$ cat config.mk
export PLATFORM = sky130hd
export DESIGN_NAME = sbs_queue
export DESIGN_NICKNAME = d
export VERILOG_FILES = /design/src/rtl/core/sbs_pkg.sv /design/src/rtl/core/sbs_queue.sv
export SDC_FILE = /design/constraint.sdc
export NUM_CORES = 1
export LEC_CHECK = 0
export ABC_CLOCK_PERIOD_IN_PS = 4100
export BUFFER_PORTS_ARGS = -buffer_cell sky130_fd_sc_hd__buf_4
export CAP_MARGIN = 20
export CORE_MARGIN = 1.5
export CORE_UTILIZATION = 47
export CTS_BUF_LIST = sky130_fd_sc_hd__clkbuf_4 sky130_fd_sc_hd__clkbuf_8 sky130_fd_sc_hd__clkbuf_16
export DETAILED_ROUTE_END_ITERATION = 6
export PLACE_DENSITY = 0.77
export SYNTH_ARGS = -nofsm -noshare
export SYNTH_HDL_FRONTEND = slang
export SYNTH_SLANG_ARGS = --single-unit
export TNS_END_PERCENT = 1
$ cat constraint.sdc
create_clock -name clk -period 4.1 [get_ports clk]
set_input_delay 0.41 -clock clk [delete_from_list [all_inputs] [get_ports clk]]
set_output_delay 0.41 -clock clk [all_outputs]
set_load 0.1 [all_outputs]
$ cat src/rtl/core/sbs_pkg.sv
// ----------------------------------------------------------------------------
// sbs_pkg: shared types and constants for the sorted table bound search
// Mode codes, queue word layout, search configuration and engine states.
// ----------------------------------------------------------------------------
package sbs_pkg;

	localparam int DATA_W = 64;  // width of value and key ports
	localparam int IDX_W  = 10;  // width of entry_index port
	localparam int POS_W  = 11;  // width of table_size and position

	// input mode codes
	localparam logic [1:0] MODE_WRITE = 2'd0;
	localparam logic [1:0] MODE_LOWER = 2'd1;
	localparam logic [1:0] MODE_UPPER = 2'd2;

	typedef enum logic [1:0] {
		KIND_WRITE,
		KIND_LOWER,
		KIND_UPPER
	} item_kind_t;

	// one classified word between front and engine
	typedef struct packed {
		item_kind_t         kind;
		logic [IDX_W-1:0]   idx;
		logic [DATA_W-1:0]  value;  // entry value on a write, key on a query
	} word_t;

	// effective table size and first probe slot (largest 2^k minus one)
	typedef struct packed {
		logic [POS_W-1:0] n;
		logic [POS_W-1:0] size;
	} search_cfg_t;

	typedef enum logic [1:0] {
		ST_IDLE,
		ST_FIRST,
		ST_STEP,
		ST_DONE
	} eng_state_t;

endpackage

$ cat src/rtl/core/sbs_queue.sv
// ----------------------------------------------------------------------------
// sbs_queue: short FIFO between front and engine
// Register storage, head word shown while not empty.
// ----------------------------------------------------------------------------
module sbs_queue #(
	parameter int DEPTH = 2
) (
	input  logic           clk,
	input  logic           arst_n,
	input  logic           push,
	input  sbs_pkg::word_t push_word,
	output logic           full,
	output logic           head_valid,
	output sbs_pkg::word_t head_word,
	input  logic           pop
);
	import sbs_pkg::*;

	localparam int PW = (DEPTH > 1) ? $clog2(DEPTH) : 1;
	localparam int CW = $clog2(DEPTH + 1);

	word_t         mem_q [DEPTH];
	logic [PW-1:0] wr_ptr_q;
	logic [PW-1:0] rd_ptr_q;
	logic [CW-1:0] count_q;
	logic          do_push;
	logic          do_pop;

	assign full       = (count_q == CW'(DEPTH));
	assign head_valid = (count_q != '0);
	assign head_word  = mem_q[rd_ptr_q];
	assign do_push    = push && !full;
	assign do_pop     = pop && head_valid;

	always_ff @(posedge clk or negedge arst_n) begin
		if (!arst_n) begin
			wr_ptr_q <= '0;
			rd_ptr_q <= '0;
			count_q  <= '0;
		end else begin
			if (do_push) begin
				wr_ptr_q <= (wr_ptr_q == PW'(DEPTH - 1)) ? '0 : wr_ptr_q + 1'b1;
			end
			if (do_pop) begin
				rd_ptr_q <= (rd_ptr_q == PW'(DEPTH - 1)) ? '0 : rd_ptr_q + 1'b1;
			end
			if (do_push && !do_pop) begin
				count_q <= count_q + 1'b1;
			end else if (do_pop && !do_push) begin
				count_q <= count_q - 1'b1;
			end
		end
	end

	always_ff @(posedge clk) begin
		if (do_push) begin
			mem_q[wr_ptr_q] <= push_word;
		end
	end

endmodule

==> results_dict.tcl <==
set metrics [dict create \
    synth.area.top_cells "edfxtp_1, mux2_2, mux2_4" \
    first_pass_iters 6 \
    grt_max_degree 77 \
    cts.path.max_buffers 2 \
    crit_path_end_kind "output pin" \
    start_util_pct 48.2 \
    synth_cell_types 16 \
    num_io_pins 158 \
    avgSynthCellArea_um2 22.7 \
    tns_ns 0 \
    clk_latency_ns 0.42 \
    cp.arrival_ns 2.23 \
    dieArea_um2 13100 \
    vias_per_cell 4.73 \
    fmax_ghz 0.378 \
    vias 2875 \
    synth_area_um2 5820 \
    cts.hold.buffers_added 1 \
    drtIter0Drc 156 \
    drcViolationCount 0 \
    clkTransAtPathRegs_ns 0.06 \
    drv_slew 0 \
    coreArea_um2 12100 \
    worstSetupPathType "register to output pin" \
    ys_seq_area_share_pct 80.2 \
    hold_viol_final 0 \
    startpoint_type "register" \
    antenna_found_initial 0 \
    grt_pass1_vias 3079 \
    ant_nets 0 \
    fillCellCount 815 \
    finalSetupViolCount 0 \
    clock-sinks 156 \
    worstHoldPathType "input pin to register" \
    fin_skew_ns 0.00704 \
    synth_seq_cells 156 \
    syn_inst 256 \
    rsz0062_at_grt "false" \
    period_share_pct 64.5 \
    die_w_um 114 \
    hpwl_mm 6.20 \
    cap_violations 0 \
    grt-ovfl-total 0 \
    cts_buffers 17 \
    nets 508 \
    ys_warn_count 0 \
    grt_use_total_pct 15.9 \
    period_needed_ns 2.64 \
    tightest_slew_ns 1.02 \
    syn2layout_area_growth_pct 34.5 \
    critPathRequiredTime_ns 3.69 \
    cp_max_fo 41 \
    grt_pass1_wl_mm 15.0 \
    yosysTopAreaCell "edfxtp_1" \
    synth_top_area_share_pct 78.5 \
    cts_setup_buffers 0 \
    root_buffer "clkbuf_16" \
    synth.net_count 337 \
    outcome "finished clean" \
    place_congestion 0.696 \
    die_h_um 114 \
    n_antenna_cell 0 \
    htree_levels 4 \
    cts_tree "yes" \
    wl_mm 9.99 \
    rows 40 \
    cts_resized 0 \
    drive_gt1_share_pct 60.9 \
    slew_headroom_pct 31.9 \
    io_buffer_count 157 \
    wl_per_cell_um 16.4 \
]
kinds of logic after synthesis:
| kind of cell | Yosys count | synth area share, % |
|---|---|---|
| buffers and inverters | 11 | 1.63 |
| adder cells (fa/ha/maj) | 1 | 0.215 |
| AND/OR/NAND/NOR | 7 | 0.581 |
| flip-flops | 156 | 80.2 |
| XOR/XNOR | 5 | 0.753 |
| multiplexers | 76 | 16.6 |
through the flow:
| stage | hold WS (ns) | instances | cell area [µm²] | util, % | setup slack, ns |
|---|---|---|---|---|---|
| CTS | 0.152 | 607 | 7800 | 64.6 | 1.42 |
| detailed placement | 0.207 | 574 | 7180 | 59.6 | 1.86 |
| floorplan | 0.114 | 256 | 5820 | - | 1.07 |
| global route | 0.145 | 608 | 7830 | 64.9 | 1.36 |
| finish | 0.174 | 608 | 7830 | 64.9 | 1.46 |
| global placement | 0.208 | 573 | 7160 | 59.3 | 1.75 |
final timing paths:
check                                             from  cells past startpoint  slack [ns]                endpoint
worst min register to register  count_q[1]$_DFFE_PN0P_                      1        0.52  count_q[1]$_DFFE_PN0P_
max in group asynchronous                       arst_n                      2        3.66    rd_ptr_q$_DFFE_PN0P_
worst max register to register  count_q[0]$_DFFE_PN0P_                      4        1.86  mem_q[0][34]$_DFFE_PP_
worst min-delay path                     push_word[74]                      1        0.17  mem_q[0][74]$_DFFE_PP_
min in group asynchronous                       arst_n                      2        0.32    wr_ptr_q$_DFFE_PN0N_
worst max-delay path              rd_ptr_q$_DFFE_PN0P_                      3        1.46           head_word[59]
flip-flops by register name (all words and copies together) (netlist names):
| signal | count |
|---|---|
| rd_ptr_q | 1 |
| count_q | 2 |
| wr_ptr_q | 1 |
| mem_q | 152 |
routing by layer:
metal / track usage (%) / part of all wire, %
met5: 0 / 0
met3: 7.46 / 7.4
met2: 26.7 / 52
met4: 6.50 / 0.94
met1: 17.6 / 40
synth_stat cells:
cell,n
buf_8,3
or2_2,1
buf_2,4
mux2_4,30
ha_1,1
inv_1,2
nand2b_1,1
dfrtp_1,4
nand2_1,2
xnor2_1,3
edfxtp_1,152
nor2_1,2
and3_1,1
buf_6,2
mux2_2,46
xor2_1,2
area by class of cell:
cell class	instances	area [µm²]	area share (%)
Clock buffer	17	425	5.44
Clock inverter	15	179	2.29
Sequential cell	156	4670	59.7
Timing Repair Buffer	161	1260	16.1
Tap cell	168	210	2.69
Inverter	2	7.51	0.0959
Multi-Input combinational cell	89	1070	13.7
critical path, stage by stage, from the launching register on:
cell     delay (ns)
dfrtp_4        0.83
buf_16         0.32
mux2_2         0.40
buf_4          0.24
layout by cell type, fill, tap and decap left out:
cell type and instances:
inv_1 2, buf_12 1, nand2b_1 1, bufinv_16 4, clkbuf_16 17, xnor2_1 3
dfrtp_1 3, xor2_1 2, clkinv_1 4, clkinv_2 4, mux2_4 30, clkinv_4 1
dfrtp_4 1, nor2_1 1, or2_2 1, nand2_1 2, clkinvlp_4 2, ha_1 1
buf_4 157, and3_4 1, mux2_2 46, buf_16 2, dlygate4sd3_1 1, nor2_4 1
edfxtp_1 152
Power is not shown: default switching activity piles up to over one toggle a cycle in this logic, so the estimate is an artifact.
