$ cat config.mk
export PLATFORM = sky130hd
export DESIGN_NAME = sbs_front
export DESIGN_NICKNAME = d
export VERILOG_FILES = /design/src/rtl/core/sbs_pkg.sv /design/src/rtl/core/sbs_front.sv
export SDC_FILE = /design/constraint.sdc
export NUM_CORES = 1
export LEC_CHECK = 0
export ABC_AREA = 1
export BUFFER_PORTS_ARGS = -buffer_cell sky130_fd_sc_hd__buf_2
export CORE_ASPECT_RATIO = 0.75
export CORE_UTILIZATION = 40
export CTS_CLUSTER_DIAMETER = 100
export DETAILED_ROUTE_END_ITERATION = 8
export GPL_TIMING_DRIVEN = 1
export PLACE_DENSITY = 0.77
export SYNTH_ARGS = -nofsm -noshare
export SYNTH_HDL_FRONTEND = slang
export SYNTH_SLANG_ARGS = --single-unit
$ cat constraint.sdc
create_clock -name clk -period 7.9 [get_ports clk]
set_input_delay 1.185 -clock clk [delete_from_list [all_inputs] [get_ports clk]]
set_output_delay 1.185 -clock clk [all_outputs]
set_load 0.02 [all_outputs]
$ cat src/rtl/core/sbs_pkg.sv
// ----------------------------------------------------------------------------
// sbs_pkg: shared types and constants for the sorted table bound search
// Mode codes, queue word layout, search configuration and engine states.
// ----------------------------------------------------------------------------
package sbs_pkg;

	localparam int DATA_W = 64;  // width of value and key ports
	localparam int IDX_W  = 10;  // width of entry_index port
	localparam int POS_W  = 11;  // width of table_size and position

	// input mode codes
	localparam logic [1:0] MODE_WRITE = 2'd0;
	localparam logic [1:0] MODE_LOWER = 2'd1;
	localparam logic [1:0] MODE_UPPER = 2'd2;

	typedef enum logic [1:0] {
		KIND_WRITE,
		KIND_LOWER,
		KIND_UPPER
	} item_kind_t;

	// one classified word between front and engine
	typedef struct packed {
		item_kind_t         kind;
		logic [IDX_W-1:0]   idx;
		logic [DATA_W-1:0]  value;  // entry value on a write, key on a query
	} word_t;

	// effective table size and first probe slot (largest 2^k minus one)
	typedef struct packed {
		logic [POS_W-1:0] n;
		logic [POS_W-1:0] size;
	} search_cfg_t;

	typedef enum logic [1:0] {
		ST_IDLE,
		ST_FIRST,
		ST_STEP,
		ST_DONE
	} eng_state_t;

endpackage

$ cat src/rtl/core/sbs_front.sv
// ----------------------------------------------------------------------------
// sbs_front: input stage
// Accepts words, classifies them, drops unused modes and out-of-range writes.
// ----------------------------------------------------------------------------
module sbs_front #(
	parameter int TABLE_DEPTH = 1024
) (
	input  logic                       clk,
	input  logic                       arst_n,
	input  logic                       in_valid,
	output logic                       in_stall,
	input  logic [1:0]                 mode,
	input  logic [sbs_pkg::IDX_W-1:0]  entry_index,
	input  logic [sbs_pkg::DATA_W-1:0] entry_value,
	input  logic [sbs_pkg::DATA_W-1:0] search_key,
	output logic                       push,
	output sbs_pkg::word_t             push_word,
	input  logic                       q_full
);
	import sbs_pkg::*;

	logic  valid_s1;
	word_t word_s1;
	word_t word_c;
	logic  keep_c;

	always_comb begin
		word_c.idx   = entry_index;
		word_c.value = search_key;
		word_c.kind  = KIND_LOWER;
		keep_c       = 1'b1;
		unique case (mode)
			MODE_WRITE: begin
				word_c.kind  = KIND_WRITE;
				word_c.value = entry_value;
				keep_c       = (32'(entry_index) < TABLE_DEPTH);
			end
			MODE_LOWER: word_c.kind = KIND_LOWER;
			MODE_UPPER: word_c.kind = KIND_UPPER;
			default:    keep_c = 1'b0;
		endcase
	end

	assign in_stall  = valid_s1 && q_full;
	assign push      = valid_s1 && !q_full;
	assign push_word = word_s1;

	always_ff @(posedge clk or negedge arst_n) begin
		if (!arst_n) begin
			valid_s1 <= 1'b0;
		end else if (!in_stall) begin
			valid_s1 <= in_valid && keep_c;
		end
	end

	always_ff @(posedge clk) begin
		if (!in_stall && in_valid) begin
			word_s1 <= word_c;
		end
	end

endmodule

==> results of run 1 <==
==> flip-flops by register name, indices dropped and copies added (netlist names) <==
| name | cells |
|---|---|
| push_word | 76 |
| valid_s1 | 1 |
==> placed cells by master (no fill, tap or decap), types with 2 or more instances in the layout <==
master and instances:
o21ai_0 24, buf_4 3, edfxtp_1 76, inv_6 2, clkinv_1 2, buf_2 221, o21ai_1 40, inv_1 4
nor2_1 2, nand2_1 132, clkbuf_8 9
==> worst min-delay path by stage <==
stage / startpoint / endpoint / slack [ns] / cells after the start
final: valid_s1 / valid_s1 / 0.52 / 2
after global routing: arst_n / valid_s1 / 0.57 / 1
after CTS: valid_s1 / valid_s1 / 0.51 / 2
after detailed placement: valid_s1 / valid_s1 / 0.49 / 2
after global placement: valid_s1 / valid_s1 / 0.48 / 2
after floorplan: valid_s1 / valid_s1 / 0.47 / 2
==> power breakdown <==
part	switching, mW	leakage, nW	internal, mW
sequential	0.00646	0.744	0.485
combinational	0.0974	1.37	0.0567
clock	0.142	0.0821	0.114
total	0.246	2.19	0.656
==> through the flow <==
stage          std cells  total power, mW  utilization  hold slack [ns]
2_1_floorplan        302            0.591            -            0.466
3_3_place_gp         610            0.652        0.555            0.482
3_5_place_dp         610            0.656        0.555            0.490
4_1_cts              626            0.912        0.576            0.514
5_1_grt              626            0.943        0.576            0.566
6_report             626            0.902        0.576            0.519
==> worst max-delay path: stages <==
cell and delay [ns]:
buf_2 0.09, nand2_1 0.06, inv_1 0.11, buf_2 0.18
==> kinds of logic after synthesis <==
logic type,count (synthesis),share of synthesized area
AOI/OAI and AO/OA,64,0.0958
buffers and inverters,25,0.0562
DFF,77,0.690
and+or+nand+nor,136,0.158
==> area by class of cell <==
type                    instances  area, sq um
flip-flops and latches         77         2310
inverters                       4         15.0
well taps                     105          131
clock buffers                  10          128
multi-input cells             200          855
fillers                       718         3390
repair buffers                224         1130
clock inverters                 6         37.5
==> routing by layer <==
metal | vias up | track usage | wire length [microns]
met5 | - | 0 | 0
met4 | 0 | 0.0575 | 90
met3 | 7 | 0.0778 | 817
met2 | 153 | 0.303 | 3890
met1 | 1317 | 0.229 | 3460
li1 | 1455 | - | -
==> impl_metrics.tcl, run 1 <==
set metrics [dict create \
    yosysSeqAreaShare 0.690 \
    cts_tree "built" \
    first_global_vias 2605 \
    synth-edff-count 76 \
    min_period_over_period 0.355 \
    clk_path_buf_depth 2 \
    arrival_ns 1.62 \
    ctsResizeCount 0 \
    synth.distinct_cells 13 \
    yosys_warnings 0 \
    ys_async_sr_fraction 0.0130 \
    crit_path_end_kind "output port" \
    die_h_microns 81.2 \
    wl_mm 8.25 \
    final_nets 660 \
    drive_gt1_frac 0.459 \
    die-area_sq_um 8730 \
    synth_flop_cell "edfxtp_1" \
    yosysTopAreaCell "edfxtp_1" \
    postRouteAntennaNets 0 \
    reg2reg_depth 4 \
    clk_latency_ns 0.34 \
    path_max_fanout 2 \
    cts_setup_buffers 0 \
    h-tree-depth 3 \
    via_per_inst 4.68 \
    pre_cts_ws_ns 4.70 \
    drtIter0Drc 89 \
    root_buffer "clkbuf_8" \
    avgSynthCellArea_sq_um 11.1 \
    setup_tns_ns 0 \
    fin_skew_ns 0.00604 \
    status "finished, final reports clean" \
    dp_hpwl_mm 5.71 \
    synth-seq-cells 77 \
    min-delay-path-class "reg2reg" \
    wl_per_cell_microns 13.2 \
    powerDensity_nw_per_um2 196 \
    port-buffer-count 221 \
    vias 2932 \
    rows 28 \
    report.final.slew_viol_count 0 \
    setup_viol 0 \
    finalInstanceArea_sq_um 4600 \
    clock_sinks 77 \
    initial_utilization 0.418 \
    die_w_microns 108 \
    antenna_cells 0 \
    r2r-start "valid_s1" \
    fin_ws_ns 5.09 \
    p_leak_nw 2.19 \
    startpoint "q_full" \
    synthTopCellsByCount "132 x nand2_1, 76 x edfxtp_1, 40 x o21ai_1" \
    drc 0 \
    synthCells 302 \
    worst_slew_pin_slew_ns 0.982 \
    max_freq_ghz 0.356 \
    synthesis.nets 446 \
    rrSetupSlack_ns 5.65 \
    ys_top_cells_by_area "edfxtp_1 68%, nand2_1 15%, o21ai_1 6.0%, buf_6 3.7%, o21ai_0 3.6%" \
    synth_top_area_share 0.683 \
    numCtsBuffers 9 \
    ir_drop_mv 0.102 \
    hold_violations 0 \
    dr.pass1.iters 4 \
    placed_cell_area_sq_um 4440 \
    rsz0062_at_grt "false" \
    critPathCapture "in_stall" \
    worstSetupPathType "in2out" \
    synth_area_sq_um 3340 \
    period_minus_slack_ns 2.81 \
    place_congestion 0.771 \
    grt_first_pass_wirelength_mm 12.2 \
    start_kind "input pin" \
    antenna_found_initial 0 \
    coreArea_sq_um 7990 \
    rr_endpoint "push_word[49]" \
    grt_max_degree 69 \
    hold_buffers 0 \
    drv_cap 0 \
    grt_remaining_overflow 0 \
    yosys.cell_count.top_type "nand2_1" \
    max-slew-margin-rel 0.344 \
    critPathRequiredTime_ns 6.71 \
    area_growth_pct 37.7 \
    io_pins 222 \
    track_usage 0.187 \
    clk_pin_slew_ns 0.08 \
]
(Power assumes the default switching activity.)
==> run 2, diff against run 1 <==
--- a/config.mk
+++ b/config.mk
@@ -5,7 +5,7 @@
 export SDC_FILE = /design/constraint.sdc
 export NUM_CORES = 1
 export LEC_CHECK = 0
-export ABC_AREA = 1
+export ABC_AREA = 0
 export BUFFER_PORTS_ARGS = -buffer_cell sky130_fd_sc_hd__buf_2
 export CORE_ASPECT_RATIO = 0.75
 export CORE_UTILIZATION = 40
==> constraint.sdc (replaced) <==
create_clock -name clk -period 2.7 [get_ports clk]
set_input_delay 0.405 -clock clk [delete_from_list [all_inputs] [get_ports clk]]
set_output_delay 0.405 -clock clk [all_outputs]
set_load 0.02 [all_outputs]
==> impl_metrics.tcl, run 2 <==
set metrics [dict create \
    dp.cells 478 \
    critPathSlowestCell "nor2_8" \
    synthesis.nets 299 \
    ctsResizeCount 0 \
    cts_tree "built" \
    synth_area_sq_um 3410 \
    ys_async_sr_fraction 0.0130 \
    critPathRequiredTime_ns 2.76 \
    via_per_inst 4.59 \
    clk_latency_ns 0.32 \
    clock_sinks 77 \
    use_met3 0.0754 \
    ir_drop_mv 0.343 \
    setup_viol 0 \
    area_growth_pct 43.6 \
    period_minus_slack_ns 1.65 \
    die-area_sq_um 8900 \
    stdcell_count 495 \
    fin_skew_ns 0.00970 \
    final_common_cell "buf_2" \
    pre_cts_ws_ns 0.712 \
    first_global_vias 2301 \
    synth.distinct_cells 13 \
    arrival_ns 1.71 \
    synth-edff-count 76 \
    yosysSeqAreaShare 0.676 \
    synth-seq-cells 77 \
    drtIter0Drc 58 \
    largest_register_ffs 76 \
    drive_gt1_frac 0.782 \
    busiest_layer "met2" \
    pwr-share-seq 0.465 \
    fill_cells 644 \
    p_sw_mw 0.716 \
    crit_path_end_kind "flop" \
    synthTopCellsByCount "76 x edfxtp_1, 60 x mux2_4, 5 x buf_8" \
    holdPathStages 1 \
    worstSetupPathType "in2reg" \
    clk_pin_slew_ns 0.06 \
    place_congestion 0.786 \
    final_nets 529 \
    power.share.switching 0.231 \
    total_power_mw 3.09 \
    grt_max_degree 43 \
    power_frac_comb 0.158 \
    final_cell_mix "221 x buf_2, 76 x edfxtp_1, 60 x mux2_4, 9 x clkbuf_16, 4 x mux2_2" \
    reg2reg_depth 3 \
    timing.critical_path.cells "buf_2 -> nor2_8 -> buf_4 -> mux2_2" \
    cts_setup_buffers 0 \
    dr.pass1.iters 4 \
    io_pins 222 \
    postRouteAntennaNets 0 \
    worst_slew_pin_slew_ns 0.555 \
    synthCells 155 \
    numCtsBuffers 9 \
    rsz0062_at_grt "false" \
    grt_remaining_overflow 0 \
    grtUsageMet1 0.193 \
    die_w_microns 109 \
    pwr-share-clk 0.377 \
    rows 28 \
    yosys.cell_count.top_type "edfxtp_1" \
    dp_hpwl_mm 6.17 \
    ys_top_cells_by_area "edfxtp_1 67%, mux2_4 26%, buf_8 2.2%, mux2_2 1.3%, dfrtp_1 0.73%" \
    report.final.slew_viol_count 0 \
    powerDensity_nw_per_um2 632 \
    min-delay-path-class "in2reg" \
    drv_cap 0 \
    synth_top_area_share 0.669 \
    met2_usage 0.330 \
    initial_utilization 0.423 \
    antenna_cells 0 \
    vias 2274 \
    fin_ws_ns 1.05 \
    hold_buffers 1 \
    track_usage 0.180 \
    die_h_microns 82.0 \
    max_freq_ghz 0.605 \
    path_max_fanout 20 \
    wl_per_cell_microns 16.2 \
    yosys_warnings 0 \
    clk_path_buf_depth 2 \
    p_leak_nw 2.28 \
    port-buffer-count 221 \
    root_buffer "clkbuf_16" \
    min_period_over_period 0.612 \
    wl_mm 8.03 \
    antenna_found_initial 0 \
    p_int_mw 2.38 \
    yosysTopAreaCell "edfxtp_1" \
    hold_violations 0 \
    max_stage_delay_ns 0.41 \
    status "finished, final reports clean" \
    h-tree-depth 3 \
    start_kind "input pin" \
    drc 0 \
    setup_tns_ns 0 \
    synth_flop_cell "edfxtp_1" \
    avgSynthCellArea_sq_um 22.0 \
    max-slew-margin-rel 0.630 \
    grt_first_pass_wirelength_mm 11.6 \
    coreArea_sq_um 8060 \
]
run 2: cells by family (layout without fill, tap and decap cells):
logic type / Yosys count / count (layout) / share of synthesized area
DFF: 77 / 77 / 0.676
muxes: 64 / 64 / 0.277
buffers and inverters: 7 / 242 / 0.0290
and+or+nand+nor: 6 / 6 / 0.0150
AOI/OAI and AO/OA: 1 / 1 / 0.00220
run 2: power groups by stage:
stage | Sequential, mW | Clock (mW) | Combinational (mW)
after floorplan | 1.57 | 0 | 0.189
after global placement | 1.46 | 0 | 0.475
after detailed placement | 1.46 | 0 | 0.491
after CTS | 1.44 | 1.19 | 0.494
after global routing | 1.45 | 1.24 | 0.522
final | 1.44 | 1.17 | 0.489
run 2: layout make-up:
cell class / count / area [sq um] / area share
repair buffers: 226 / 1160 / 0.237
clock buffers: 12 / 236 / 0.0483
multi-input cells: 71 / 1010 / 0.207
clock inverters: 4 / 51.3 / 0.0105
flip-flops and latches: 77 / 2310 / 0.471
well taps: 105 / 131 / 0.0268
run 2: critical path, delay by kind of cell:
kind,cells,cell delay (ns)
buffers and inverters,2,0.50
AND/OR/NAND/NOR,1,0.41
multiplexers,1,0.38
run 2: layer usage:
layer	part of all wire	wire length, microns
met3	0.095	761
met5	0	0
met1	0.37	2970
met4	0.0030	24
met2	0.53	4270
run 2: through the flow:
stage,utilization,hold WS (ns),instance area (sq um)
after CTS,0.608,0.249,4900
after detailed placement,0.571,0.183,4600
after global placement,0.571,0.181,4600
after floorplan,-,0.109,3420
after global routing,0.608,0.236,4900
final,0.608,0.260,4900
run 2: final timing paths:
check / startpoint / end / slack [ns]
hold / removal: entry_index[1] / push_word[65] / 0.26
setup / recovery: mode[1] / push_word[0] / 1.05
hold reg to reg: valid_s1 / valid_s1 / 0.72
max in group asynchronous: arst_n / valid_s1 / 2.23
min in group asynchronous: arst_n / valid_s1 / 0.38
setup reg to reg: valid_s1 / push_word[4] / 1.11
==> run 3, diff against run 2 <==
==> constraint.sdc (replaced) <==
create_clock -name clk -period 1.6 [get_ports clk]
set_input_delay 0.24 -clock clk [delete_from_list [all_inputs] [get_ports clk]]
set_output_delay 0.24 -clock clk [all_outputs]
set_load 0.02 [all_outputs]
==> impl_metrics.tcl, run 3 (synthesis results as in run 2) <==
set metrics [dict create \
    path_max_fanout 39 \
    multi_input_area_sq_um 1010 \
    p_sw_mw 1.23 \
    rows 28 \
    pwr-share-clk 0.414 \
    final_nets 529 \
    port-buffer-count 221 \
    clk_path_buf_depth 2 \
    power_frac_comb 0.150 \
    max-slew-margin-rel 0.820 \
    cts_tree "built" \
    wl_mm 7.57 \
    fin_ws_ns 0.329 \
    root_buffer "clkbuf_16" \
    largest_register_ffs 76 \
    final_cell_mix "221 x buf_2, 76 x edfxtp_1, 60 x mux2_4, 9 x clkbuf_16" \
    clock_sinks 77 \
    arrival_ns 1.28 \
    r2r-start "valid_s1" \
    grt_first_pass_wirelength_mm 10.7 \
    first_global_vias 2247 \
    wl_per_cell_microns 15.3 \
    antenna_cells 0 \
    rr_endpoint "push_word[39]" \
    min_from "entry_index[7]" \
    clk_pin_slew_ns 0.06 \
    p_leak_nw 2.32 \
    pre_cts_ws_ns 0.161 \
    period_minus_slack_ns 1.27 \
    fill_cells 624 \
    grt_max_degree 40 \
    place_congestion 0.743 \
    critPathRequiredTime_ns 1.61 \
    worst_slew_pin_slew_ns 0.270 \
    antenna_found_initial 0 \
    io_pins 222 \
    h-tree-depth 3 \
    area_growth_pct 46.2 \
    clk_latency_ns 0.32 \
    track_usage 0.164 \
    reg2reg_depth 3 \
    stdcell_count 494 \
    power.share.switching 0.220 \
    report.final.slew_viol_count 0 \
    start_kind "flop" \
    holdPathStages 1 \
    cts_setup_buffers 0 \
    fin_skew_ns 0.00874 \
    worstSetupPathType "reg2reg" \
    status "finished, final reports clean" \
    rsz0062_at_grt "false" \
    regArea_sq_um 2310 \
    initial_utilization 0.423 \
    grt_remaining_overflow 0 \
    pwr-share-seq 0.436 \
    min_period_over_period 0.795 \
    via_per_inst 4.49 \
    drv_cap 0 \
    ir_drop_mv 0.542 \
    setup_viol 0 \
    crit_path_end_kind "flop" \
    die_w_microns 109 \
    die_h_microns 82.0 \
    rrSetupSlack_ns 0.33 \
    p_int_mw 4.34 \
    min_to "push_word[71]" \
    dr.pass1.iters 4 \
    coreArea_sq_um 8060 \
    hold_violations 0 \
    numCtsBuffers 9 \
    die-area_sq_um 8900 \
    dp_hpwl_mm 5.70 \
    drive_gt1_frac 0.789 \
    drtIter0Drc 75 \
    postRouteAntennaNets 0 \
    drc 0 \
    vias 2218 \
    dp.cells 478 \
    powerDensity_nw_per_um2 1120 \
    min-delay-path-class "in2reg" \
    max_freq_ghz 0.786 \
    final_common_cell "buf_2" \
]
[run 3: cell types whose count changed in the layout (fill, tap and decap cells not counted), moves of 2 or more]
cell | before | now
buf_12 | 1 | 4
buf_4 | 3 | 0
bufinv_16 | 1 | 3
clkbuf_1 | 3 | 0
[run 3: how the worst max path moves through the flow]
stage	from	endpoint	slack, ns	cells after the start
floorplan	valid_s1	push_word[0]	-0.48	2
global placement	mode[1]	push_word[63]	0.18	4
detailed placement	mode[1]	push_word[63]	0.16	4
CTS	valid_s1	push_word[64]	0.33	3
global route	valid_s1	push_word[6]	0.30	3
finish	valid_s1	push_word[39]	0.33	3
[run 3: what timing repair did]
item | 4_1_cts | 5_1_grt
gates resized for setup | 0 | 0
hold buffers | 1 | 0
endpoints found under the hold margin | 1 | 0
[run 3: through the flow]
stage	setup TNS [ns]	hold WS, ns	power (mW)	area (sq um)	util
floorplan	-36.54	-0.0556	2.96	3420	-
global placement	0	0.0165	3.28	4640	0.576
detailed placement	0	0.0187	3.31	4640	0.576
CTS	0	0.0766	5.63	4990	0.619
global route	0	0.0734	5.76	4990	0.619
finish	0	0.0893	5.56	4990	0.619
[run 3: area by class of cell]
cell class | instances | share of cell area
sequential | 77 | 0.463
tap | 105 | 0.0263
multi-input combinational | 71 | 0.204
timing repair buffer | 226 | 0.240
clock inverter | 6 | 0.0223
clock buffer | 9 | 0.0452
[run 3: power by group through the flow]
stage / logic, mW / registers [mW] / clock network [mW]
after floorplan: 0.320 / 2.64 / 0
after global placement: 0.821 / 2.46 / 0
after detailed placement: 0.843 / 2.47 / 0
after CTS: 0.846 / 2.43 / 2.36
after global routing: 0.890 / 2.44 / 2.43
final: 0.837 / 2.42 / 2.30
[run 3: critical path, cell delays in order, from the launching register on]
cell,delay [ns]
dfrtp_1,0.37
and2_4,0.15
nor2b_4,0.17
buf_12,0.25
[run 3: per-layer routing]
metal / share of wire / vias up / track usage
met5: 0 / - / 0
met4: 0.010 / 0 / 0.0568
met3: 0.099 / 8 / 0.0579
met2: 0.50 / 126 / 0.296
met1: 0.39 / 1018 / 0.182
li1: - / 1066 / -
